<file path="src/rtl/mjq_pkg.sv">
package mjq_pkg;

  // Fixed-point formats: ports are Q.FRAC_BITS, internal values carry IFB fraction bits.
  localparam int FRAC_BITS = 16;
  localparam int IFB       = 32;
  localparam int LSH       = IFB - FRAC_BITS;

  localparam logic [63:0] MAXV     = 64'h7fff_ffff_ffff_ffff;
  localparam logic [63:0] MAXV_NEG = 64'h8000_0000_0000_0001;

  // Command queue between the front and back ends (depth is a power of two).
  localparam int QDEPTH = 2;
  localparam int QPW    = $clog2(QDEPTH);

  // Working store of the back end.
  localparam int NSLOTS = 28;
  localparam int SLOTW  = 5;
  localparam int PCW    = 7;

  // Restoring divider: dividend is a 63-bit magnitude shifted up by IFB.
  localparam int DIVN  = 63 + IFB;
  localparam int DIVCW = $clog2(DIVN + 1);

  // Working store slots.
  localparam logic [SLOTW-1:0] S_QI  = 5'd0;
  localparam logic [SLOTW-1:0] S_VI  = 5'd1;
  localparam logic [SLOTW-1:0] S_AI  = 5'd2;
  localparam logic [SLOTW-1:0] S_QF  = 5'd3;
  localparam logic [SLOTW-1:0] S_VF  = 5'd4;
  localparam logic [SLOTW-1:0] S_AF  = 5'd5;
  localparam logic [SLOTW-1:0] S_T   = 5'd6;
  localparam logic [SLOTW-1:0] S_TQ  = 5'd7;
  localparam logic [SLOTW-1:0] S_T2  = 5'd8;
  localparam logic [SLOTW-1:0] S_TA  = 5'd9;
  localparam logic [SLOTW-1:0] S_TF  = 5'd10;
  localparam logic [SLOTW-1:0] S_WF  = 5'd11;
  localparam logic [SLOTW-1:0] S_WI  = 5'd12;
  localparam logic [SLOTW-1:0] S_DQ  = 5'd13;
  localparam logic [SLOTW-1:0] S_A   = 5'd14;
  localparam logic [SLOTW-1:0] S_B   = 5'd15;
  localparam logic [SLOTW-1:0] S_C   = 5'd16;
  localparam logic [SLOTW-1:0] S_S   = 5'd17;
  localparam logic [SLOTW-1:0] S_S2  = 5'd18;
  localparam logic [SLOTW-1:0] S_S3  = 5'd19;
  localparam logic [SLOTW-1:0] S_H   = 5'd20;
  localparam logic [SLOTW-1:0] S_CS  = 5'd21;
  localparam logic [SLOTW-1:0] S_AS  = 5'd22;
  localparam logic [SLOTW-1:0] S_POS = 5'd23;
  localparam logic [SLOTW-1:0] S_VEL = 5'd24;
  localparam logic [SLOTW-1:0] S_ACC = 5'd25;
  localparam logic [SLOTW-1:0] S_Y   = 5'd26;
  localparam logic [SLOTW-1:0] S_Z   = 5'd27;

  typedef enum logic [2:0] {
    OP_LD, OP_ADD, OP_SUB, OP_KMUL, OP_MUL, OP_DIV, OP_ST, OP_END
  } op_t;

  typedef struct packed {
    op_t              op;
    logic [SLOTW-1:0] dst;
    logic [SLOTW-1:0] a;
    logic [SLOTW-1:0] b;
    logic [4:0]       k;
  } uop_t;

  typedef enum logic [1:0] {BK_IDLE, BK_FETCH, BK_EXEC, BK_WAIT} bk_state_t;

  typedef struct packed {
    logic signed [31:0] start_pos;
    logic signed [31:0] start_vel;
    logic signed [31:0] start_acc;
    logic signed [31:0] end_pos;
    logic signed [31:0] end_vel;
    logic signed [31:0] end_acc;
    logic [30:0]        duration;
    logic [30:0]        query_time;
  } item_t;

  typedef struct packed {
    logic signed [31:0] pos_out;
    logic signed [31:0] vel_out;
    logic signed [31:0] acc_out;
    logic               overflow_flag;
  } result_t;

  typedef struct packed {
    item_t item;
    logic  trivial;
  } job_t;

  typedef struct packed {
    logic valid;
    job_t job;
  } queue_head_t;

  typedef struct packed {
    logic        done;
    logic        ov;
    logic [63:0] value;
  } unit_res_t;

  function automatic logic [63:0] mag(input logic [63:0] v);
    return v[63] ? -v : v;
  endfunction

  // Saturate a magnitude to MAXV and apply the sign; the top bit reports saturation.
  function automatic logic [64:0] make_val(input logic [127:0] m, input logic neg);
    logic        ov;
    logic [63:0] mm;
    ov = (m > {64'b0, MAXV});
    mm = ov ? MAXV : m[63:0];
    return {ov, (neg ? -mm : mm)};
  endfunction

  function automatic uop_t mk(input op_t op, input logic [SLOTW-1:0] dst,
                              input logic [SLOTW-1:0] a, input logic [SLOTW-1:0] b,
                              input logic [4:0] k);
    uop_t u;
    u.op  = op;
    u.dst = dst;
    u.a   = a;
    u.b   = b;
    u.k   = k;
    return u;
  endfunction

  // Micro-program for one full evaluation.
  function automatic uop_t prog(input logic [PCW-1:0] pc);
    uop_t u;
    case (pc)
      7'd0:  u = mk(OP_LD,   S_QI,  S_QI,  S_QI,  5'd0);
      7'd1:  u = mk(OP_LD,   S_VI,  S_QI,  S_QI,  5'd1);
      7'd2:  u = mk(OP_LD,   S_AI,  S_QI,  S_QI,  5'd2);
      7'd3:  u = mk(OP_LD,   S_QF,  S_QI,  S_QI,  5'd3);
      7'd4:  u = mk(OP_LD,   S_VF,  S_QI,  S_QI,  5'd4);
      7'd5:  u = mk(OP_LD,   S_AF,  S_QI,  S_QI,  5'd5);
      7'd6:  u = mk(OP_LD,   S_T,   S_QI,  S_QI,  5'd6);
      7'd7:  u = mk(OP_LD,   S_TQ,  S_QI,  S_QI,  5'd7);
      7'd8:  u = mk(OP_MUL,  S_T2,  S_T,   S_T,   5'd0);
      7'd9:  u = mk(OP_MUL,  S_TA,  S_AI,  S_T2,  5'd0);
      7'd10: u = mk(OP_MUL,  S_TF,  S_AF,  S_T2,  5'd0);
      7'd11: u = mk(OP_MUL,  S_WF,  S_VF,  S_T,   5'd0);
      7'd12: u = mk(OP_MUL,  S_WI,  S_VI,  S_T,   5'd0);
      7'd13: u = mk(OP_SUB,  S_DQ,  S_QI,  S_QF,  5'd0);
      7'd14: u = mk(OP_KMUL, S_A,   S_DQ,  S_DQ,  5'd12);
      7'd15: u = mk(OP_SUB,  S_Y,   S_TA,  S_TF,  5'd0);
      7'd16: u = mk(OP_ADD,  S_A,   S_A,   S_Y,   5'd0);
      7'd17: u = mk(OP_KMUL, S_Y,   S_WF,  S_WF,  5'd6);
      7'd18: u = mk(OP_ADD,  S_A,   S_A,   S_Y,   5'd0);
      7'd19: u = mk(OP_KMUL, S_Y,   S_WI,  S_WI,  5'd6);
      7'd20: u = mk(OP_ADD,  S_A,   S_A,   S_Y,   5'd0);
      7'd21: u = mk(OP_KMUL, S_B,   S_DQ,  S_DQ,  5'd20);
      7'd22: u = mk(OP_KMUL, S_Y,   S_TA,  S_TA,  5'd3);
      7'd23: u = mk(OP_SUB,  S_Y,   S_Y,   S_TF,  5'd0);
      7'd24: u = mk(OP_ADD,  S_B,   S_B,   S_Y,   5'd0);
      7'd25: u = mk(OP_KMUL, S_Y,   S_WF,  S_WF,  5'd8);
      7'd26: u = mk(OP_ADD,  S_B,   S_B,   S_Y,   5'd0);
      7'd27: u = mk(OP_KMUL, S_Y,   S_WI,  S_WI,  5'd12);
      7'd28: u = mk(OP_ADD,  S_B,   S_B,   S_Y,   5'd0);
      7'd29: u = mk(OP_KMUL, S_C,   S_DQ,  S_DQ,  5'd30);
      7'd30: u = mk(OP_KMUL, S_Y,   S_TA,  S_TA,  5'd3);
      7'd31: u = mk(OP_KMUL, S_Z,   S_TF,  S_TF,  5'd2);
      7'd32: u = mk(OP_SUB,  S_Y,   S_Y,   S_Z,   5'd0);
      7'd33: u = mk(OP_ADD,  S_C,   S_C,   S_Y,   5'd0);
      7'd34: u = mk(OP_KMUL, S_Y,   S_WF,  S_WF,  5'd14);
      7'd35: u = mk(OP_ADD,  S_C,   S_C,   S_Y,   5'd0);
      7'd36: u = mk(OP_KMUL, S_Y,   S_WI,  S_WI,  5'd16);
      7'd37: u = mk(OP_ADD,  S_C,   S_C,   S_Y,   5'd0);
      7'd38: u = mk(OP_DIV,  S_S,   S_TQ,  S_T,   5'd0);
      7'd39: u = mk(OP_MUL,  S_S2,  S_S,   S_S,   5'd0);
      7'd40: u = mk(OP_MUL,  S_S3,  S_S2,  S_S,   5'd0);
      7'd41: u = mk(OP_MUL,  S_CS,  S_C,   S_S,   5'd0);
      7'd42: u = mk(OP_MUL,  S_AS,  S_A,   S_S2,  5'd0);
      7'd43: u = mk(OP_SUB,  S_H,   S_CS,  S_B,   5'd0);
      7'd44: u = mk(OP_SUB,  S_H,   S_H,   S_AS,  5'd0);
      7'd45: u = mk(OP_MUL,  S_POS, S_VI,  S_TQ,  5'd0);
      7'd46: u = mk(OP_MUL,  S_Y,   S_TQ,  S_TQ,  5'd0);
      7'd47: u = mk(OP_MUL,  S_Y,   S_AI,  S_Y,   5'd1);
      7'd48: u = mk(OP_ADD,  S_POS, S_QI,  S_POS, 5'd0);
      7'd49: u = mk(OP_ADD,  S_POS, S_POS, S_Y,   5'd0);
      7'd50: u = mk(OP_MUL,  S_Y,   S_S3,  S_H,   5'd1);
      7'd51: u = mk(OP_ADD,  S_POS, S_POS, S_Y,   5'd0);
      7'd52: u = mk(OP_KMUL, S_Y,   S_CS,  S_CS,  5'd4);
      7'd53: u = mk(OP_KMUL, S_Z,   S_B,   S_B,   5'd3);
      7'd54: u = mk(OP_SUB,  S_Y,   S_Y,   S_Z,   5'd0);
      7'd55: u = mk(OP_KMUL, S_Z,   S_AS,  S_AS,  5'd5);
      7'd56: u = mk(OP_SUB,  S_H,   S_Y,   S_Z,   5'd0);
      7'd57: u = mk(OP_MUL,  S_VEL, S_AI,  S_TQ,  5'd0);
      7'd58: u = mk(OP_ADD,  S_VEL, S_VI,  S_VEL, 5'd0);
      7'd59: u = mk(OP_MUL,  S_Y,   S_S2,  S_H,   5'd1);
      7'd60: u = mk(OP_DIV,  S_Y,   S_Y,   S_T,   5'd0);
      7'd61: u = mk(OP_ADD,  S_VEL, S_VEL, S_Y,   5'd0);
      7'd62: u = mk(OP_KMUL, S_Y,   S_CS,  S_CS,  5'd6);
      7'd63: u = mk(OP_KMUL, S_Z,   S_B,   S_B,   5'd3);
      7'd64: u = mk(OP_SUB,  S_Y,   S_Y,   S_Z,   5'd0);
      7'd65: u = mk(OP_KMUL, S_Z,   S_AS,  S_AS,  5'd10);
      7'd66: u = mk(OP_SUB,  S_H,   S_Y,   S_Z,   5'd0);
      7'd67: u = mk(OP_MUL,  S_Y,   S_S,   S_H,   5'd0);
      7'd68: u = mk(OP_DIV,  S_Y,   S_Y,   S_T,   5'd0);
      7'd69: u = mk(OP_DIV,  S_Y,   S_Y,   S_T,   5'd0);
      7'd70: u = mk(OP_ADD,  S_ACC, S_AI,  S_Y,   5'd0);
      7'd71: u = mk(OP_ST,   S_POS, S_POS, S_POS, 5'd0);
      7'd72: u = mk(OP_ST,   S_VEL, S_VEL, S_VEL, 5'd1);
      7'd73: u = mk(OP_ST,   S_ACC, S_ACC, S_ACC, 5'd2);
      default: u = mk(OP_END, S_QI, S_QI, S_QI, 5'd0);
    endcase
    return u;
  endfunction

endpackage

</file>
<file path="src/rtl/mjq_front.sv">
module mjq_front (
  input  logic                clk,
  input  logic                rst,
  input  logic                start,
  output logic                busy,
  input  mjq_pkg::item_t      item,
  input  logic                pop,
  output mjq_pkg::queue_head_t head
);

  mjq_pkg::job_t            q [mjq_pkg::QDEPTH];
  logic [mjq_pkg::QPW-1:0]  wptr;
  logic [mjq_pkg::QPW-1:0]  rptr;
  logic [mjq_pkg::QPW:0]    cnt;
  logic                     push;
  mjq_pkg::job_t            job_in;

  assign busy = (cnt == (mjq_pkg::QPW + 1)'(mjq_pkg::QDEPTH));
  assign push = start && !busy;

  // A zero duration needs no arithmetic; the back end answers it at once.
  always_comb begin
    job_in.item    = item;
    job_in.trivial = (item.duration == '0);
  end

  always_ff @(posedge clk) begin
    if (push) begin
      q[wptr] <= job_in;
    end
  end

  always_ff @(posedge clk) begin
    if (rst) begin
      wptr <= '0;
      rptr <= '0;
      cnt  <= '0;
    end else begin
      if (push) begin
        wptr <= wptr + 1'b1;
      end
      if (pop) begin
        rptr <= rptr + 1'b1;
      end
      cnt <= cnt + (mjq_pkg::QPW + 1)'(push) - (mjq_pkg::QPW + 1)'(pop);
    end
  end

  assign head.valid = (cnt != '0);
  assign head.job   = q[rptr];

  a_pop_nonempty: assert property (@(posedge clk) disable iff (rst) pop |-> cnt != '0)
    else $error("pop from empty queue");
  a_cnt_bound: assert property (@(posedge clk) disable iff (rst)
    !(cnt > (mjq_pkg::QPW + 1)'(mjq_pkg::QDEPTH)))
    else $error("queue count beyond depth");
  a_full_holds: assert property (@(posedge clk) disable iff (rst)
    (busy && !pop) |=> busy)
    else $error("full queue lost an entry without a pop");

endmodule

</file>
<file path="config.mk">
export PLATFORM = sky130hd
export DESIGN_NAME = mjq_front
export DESIGN_NICKNAME = d
export VERILOG_FILES = /design/src/rtl/mjq_pkg.sv /design/src/rtl/mjq_front.sv
export SDC_FILE = /design/constraint.sdc
export NUM_CORES = 1
export LEC_CHECK = 0
export BUFFER_PORTS_ARGS = -buffer_cell sky130_fd_sc_hd__buf_4
export CORE_MARGIN = 5
export CORE_UTILIZATION = 47
export CTS_CLUSTER_DIAMETER = 80
export DETAILED_ROUTE_END_ITERATION = 12
export PLACE_DENSITY = 0.86
export SLEW_MARGIN = 20
export SYNTH_ARGS = -nofsm -noshare
export SYNTH_HDL_FRONTEND = slang
export SYNTH_SLANG_ARGS = --single-unit
</file>
<file path="constraint.sdc">
create_clock -name clk -period 7.4 [get_ports clk]
set_input_delay 1.48 -clock clk [delete_from_list [all_inputs] [get_ports clk]]
set_output_delay 1.48 -clock clk [all_outputs]
set_load 0.1 [all_outputs]
</file>
* Yosys cells after proc, flatten, opt, wreduce, memory -nomap -nowiden
Memories as Yosys holds them, arrays and structs flattened. A register that Yosys moved wholly into a read port is not among the register bits.
Cells that the tools add are included.
** Cells by class
- Equal/unequal tests :: 1
- $add $sub $neg :: 4
- Mux-type cells :: 4
- Reduce and logical (&&, ||, !) cells :: 4
** Operators with widths (count)
- $logic_not 31->1 :: 1
- $mux 1 :: 4
- $add 1x1->1 const B :: 2
- $add 2x1->2 :: 1
- $eq 2x2->1 const B :: 1
- $reduce_bool 2->1 :: 1
- $sub 2x1->2 :: 1
- $logic_and 1x1->1 :: 1
- $logic_not 1->1 :: 1
** Storage, ports and cells
- Memories :: 1
- Word-level logic and storage cells :: 17
- Bits in writable memories :: 510
- Flip-flop bits (word level) :: 4
- Output and inout bits :: 257
** Memories
- q :: words 2, bits a word 255, rd ports 1, clocked after Yosys merged registers in 1, write ports 1, line mjq_front.sv:11 : mjq_pkg::job_t q [mjq_pkg::QDEPTH];

* Longest topological paths before layout
- Depth in word-level cells :: 5
- Mapped depth :: 8

* Worst setup path before layout
No wires, ideal clock.
- Kind :: input -> register
- Start :: in start
- End :: mem q[1][0] in the netlist's numbering (enable)
- Arrival :: 7.338 ns
- Stages on the path :: 1
- Required time :: 6.750 ns
- Buffers on the path :: 0
- Setup time :: 0.650 ns
- Slack :: -0.588 ns
- Cell sequence :: and3_1
** Between the ends
- Longest elaborated chain between the ends :: 3
** RTL lines
- start: declaration :: line mjq_front.sv:4 : input logic start,
- $logic_and 1x1->1 :: line mjq_front.sv:19 : assign push = start && !busy;
- $mux 1 :: line mjq_front.sv:28 : if (push) begin
- $mux 1 (implied by the code) :: line mjq_front.sv:29 : q[wptr] <= job_in;
- end: declaration :: line mjq_front.sv:11
No other way between the ends.

==> results by stage <==
Route:
- Summing over every cut layer, the via total after detailed routing is 9917.
- Detailed routing placed a total of 22600 um of wire on met2.
- Dividing the detail-routed via count by the number of cells gives 5.10.
- The routed design uses 4550 um of met3 wire.
- The count of TritonRoute iterations in the first routing pass is 5.
- The remaining routing DRC violations is 0.
- Routed signal wires occupy layers up through met4.
- The routed length per placed instance is 22.6 um.
- Wires add up to 44000 um.
- Once detail routing completed, the nets flagged for antenna violations numbered 0.
- The post-route met1 wirelength is 15200 um.
- The number of DRC markers after the initial detailed-route iteration is 660.

Power and ir drop:
- Dividing total power by cell area gives a power density of 350 nW/um^2.
- The static leakage is 9.17 nW.
- VDD sags by at most 0.261 mV.

Worst setup path:
- The endpoint kind of the worst setup timing path is an output pin.
- The required time of the critical path is 5920 ps.
- The kind of start point of the critical path is a register.
- The maximum fanout encountered on the critical timing path is 70.
- At the worst endpoint, the arrival time is 2920 ps.
- The critical path start-end classification is register to output pin.

Finish:
- After filler insertion, the fill cell instance count of the layout stands at 2619.
- Cells with a size suffix above 1 make up 60.1% of the layout.
- The finished layout holds 1943 standard cells, fillers aside.
- The final net count is 1636.
- The number of antenna diodes is 0.
- Compared with the post-synthesis result, the final layout area differs by 31.6%.

GRT:
- The global routing usage summed across all routing layers is 19.0%.
- The initial antenna violation count is 0.
- The total grt overflow is 0.
- The maximum number of pins on one net before global-route repair is 144.
- The first global-routing pass estimated 64400 um of wire.
- The number of global-route vias before repair is 10826.

Clock network:
- The total setup buffers inserted after CTS is 0.
- CTS placed an instance of clkbuf_16 at the clock tree root.
- The tree built by TritonCTS fans out to 515 sinks.
- The TritonCTS clock tree is yes.
- The clock-pin transition on the worst setup and hold timing paths is 60 ps.
- The longest clock path from root to sink contains 3 buffers.
- The number of hold buffers added after CTS is 0.
- The clock buffer count from CTS is 52.
- Post-CTS repair changed the size of 0 cells.
- The source-to-sink clock delay at the later pin of the worst-skew pair is 580 ps.
- The number of levels the H-tree was split into is 2.

Placed design:
- The placer's final routability congestion estimate is 0.870.
- The post-DP HPWL is 30400 um.
- The number of port buffers is 514.
- The cell count after placement is 1847.
- The minimum setup slack after placement is 3620 ps.

Synth:
- Yosys attributes the largest share of cell area to edfxtp_1 (81%), mux2_2 (15%), clkbuf_8 (1.6%).
- Synthesis inferred 515 register bits.
- After synthesis, the share of flip-flops with an asynchronous set or reset is 0%.
- The most used flip-flop cell after synthesis is edfxtp_1.
- Sorting the synthesized cells by how often they occur yields edfxtp_1 (510), mux2_2 (255), clkbuf_8 (22), nor4_1 (7), buf_6 (6).
- The average instance in the mapped netlist occupies 22.7 um^2.
- For this run, the register share of the synthesized area comes to 81.8%.
- The net count after synthesis is 1090.
- The most frequent cell after synthesis is edfxtp_1.
- The synthesized area is 18800 um^2.
- The number of enable-type register cells in the synthesized netlist is 510.
- The Yosys warning count is 0.
- The count of unique library cells instantiated by Yosys is 22.
- The cell type with the highest aggregate area in the netlist is edfxtp_1.
- The share of the synthesized area in the top cell type is 81.2%.
- The synthesized instance count is 830.

Floorplan:
- The chip height is 210 um.
- The x dimension of the die is 210 um.
- The total area inside the core boundary comes to 39700 um^2.
- Pin placement for this block handled 515 I/O pins.
- The floorplan step defined a die boundary enclosing 44200 um^2.
- The initial cell density of the core is 47.4%.
- The floorplan row count is 73.

Timing:
- The worst-case setup margin in the final layout is 3000 ps.
- The final count of hold timing violations is 0.
- The routed design could run at a clock period as short as 4400 ps.
- After routing, the total negative slack on setup checks comes to 0 ps.
- Based on the critical path, the design can be clocked at up to 227 MHz.
- The headroom to the max-slew limit is 37.4%.
- The number of setup violations in the final report is 0.
- The number of max-slew violations in the final report is 0.
- The ratio of final minimum period to clock period is 59.4%.
- Setup repair after global routing left no endpoint under its margin.
- At the pin with the least slew margin, the transition time is 939 ps.
- For the final database, setup skew stands at 19.9 ps.

Hold path:
- The class of the most critical hold timing path is register to register.

Flow run:
- Across the run, the number of max-cap violations was 0.

Status:
- The run finished with clean final reports.
-- final cells by class --
type	instances	area, um^2	area share (%)
Sequential cell	515	15400	62.2
Timing Repair Buffer	520	3950	15.9
Multi-Input combinational cell	283	3050	12.3
Clock buffer	60	1350	5.45
Tap cell	525	657	2.65
Clock inverter	36	342	1.38
Inverter	4	18.8	0.0757
-- kinds of logic after synthesis --
family / count (synthesis) / synth area share [%]
and+or+nand+nor: 22 / 0.664
buffers and inverters: 32 / 2.04
DFF: 515 / 81.8
AOI/OAI and AO/OA: 2 / 0.0531
xor gates and xnor gates: 2 / 0.0929
adders and majority gates: 2 / 0.133
muxes: 255 / 15.2
-- critical path, stage by stage (launching register included) --
cell     delay (ps)
dfxtp_4         800
buf_4           770
mux2_2          430
buf_4           230
-- cell usage in the layout, fill, tap and decap left out, types with 2 or more instances in the layout --
cell          n
nand4_1       2
dfxtp_1       4
nor4_1        7
buf_12        4
clkinv_1     17
bufinv_16     6
clkinv_2      6
clkinvlp_4    2
mux2_2      255
clkbuf_16    53
ha_1          2
nor2_1        4
inv_1         3
edfxtp_1    510
buf_4       516
clkbuf_1      7
nor3_1        2
inv_6         4
-- path summary, 6_finish.rpt --
check	slack [ps]	end	from	cells after the start
worst max-delay path	3000	head[15]	register	3
worst min-delay path	500	wptr$_SDFFE_PP0P_	wptr$_SDFFE_PP0P_	2
worst max register to register	4890	q[1][52]$_DFFE_PP_	cnt[0]$_SDFF_PP0_	3
worst min register to register	500	wptr$_SDFFE_PP0P_	wptr$_SDFFE_PP0P_	2
-- power by group --
part           leakage [nW]  internal [mW]  switching (mW)  total, mW
registers              4.80           3.54          0.0818       3.62
clock network         0.826           1.52            1.05       2.57
logic                  3.55          0.547            1.94       2.48
total                  9.17           5.60            3.07       8.67
-- metrics by stage --
stage / hold WS (ps) / total power [mW] / cell area (um^2) / util [%]
floorplan: 451 / 5.65 / 18900 / -
global placement: 473 / 6.12 / 23100 / 58.1
detailed placement: 481 / 6.16 / 23100 / 58.1
CTS: 494 / 8.74 / 24800 / 62.4
global route: 545 / 8.93 / 24800 / 62.4
finish: 501 / 8.67 / 24800 / 62.4
-- routing by layer --
layer	up-vias	track usage [%]
li1	4417	-
met5	-	0
met3	102	7.35
met1	4906	20.8
met2	492	33.4
met4	0	7.61
-- state kept, by name (all words and copies together), names as in the netlist, named ones only --
name / flops
cnt: 2
wptr: 1
rptr: 1
q: 510
Power figures use the tool's default switching activity.
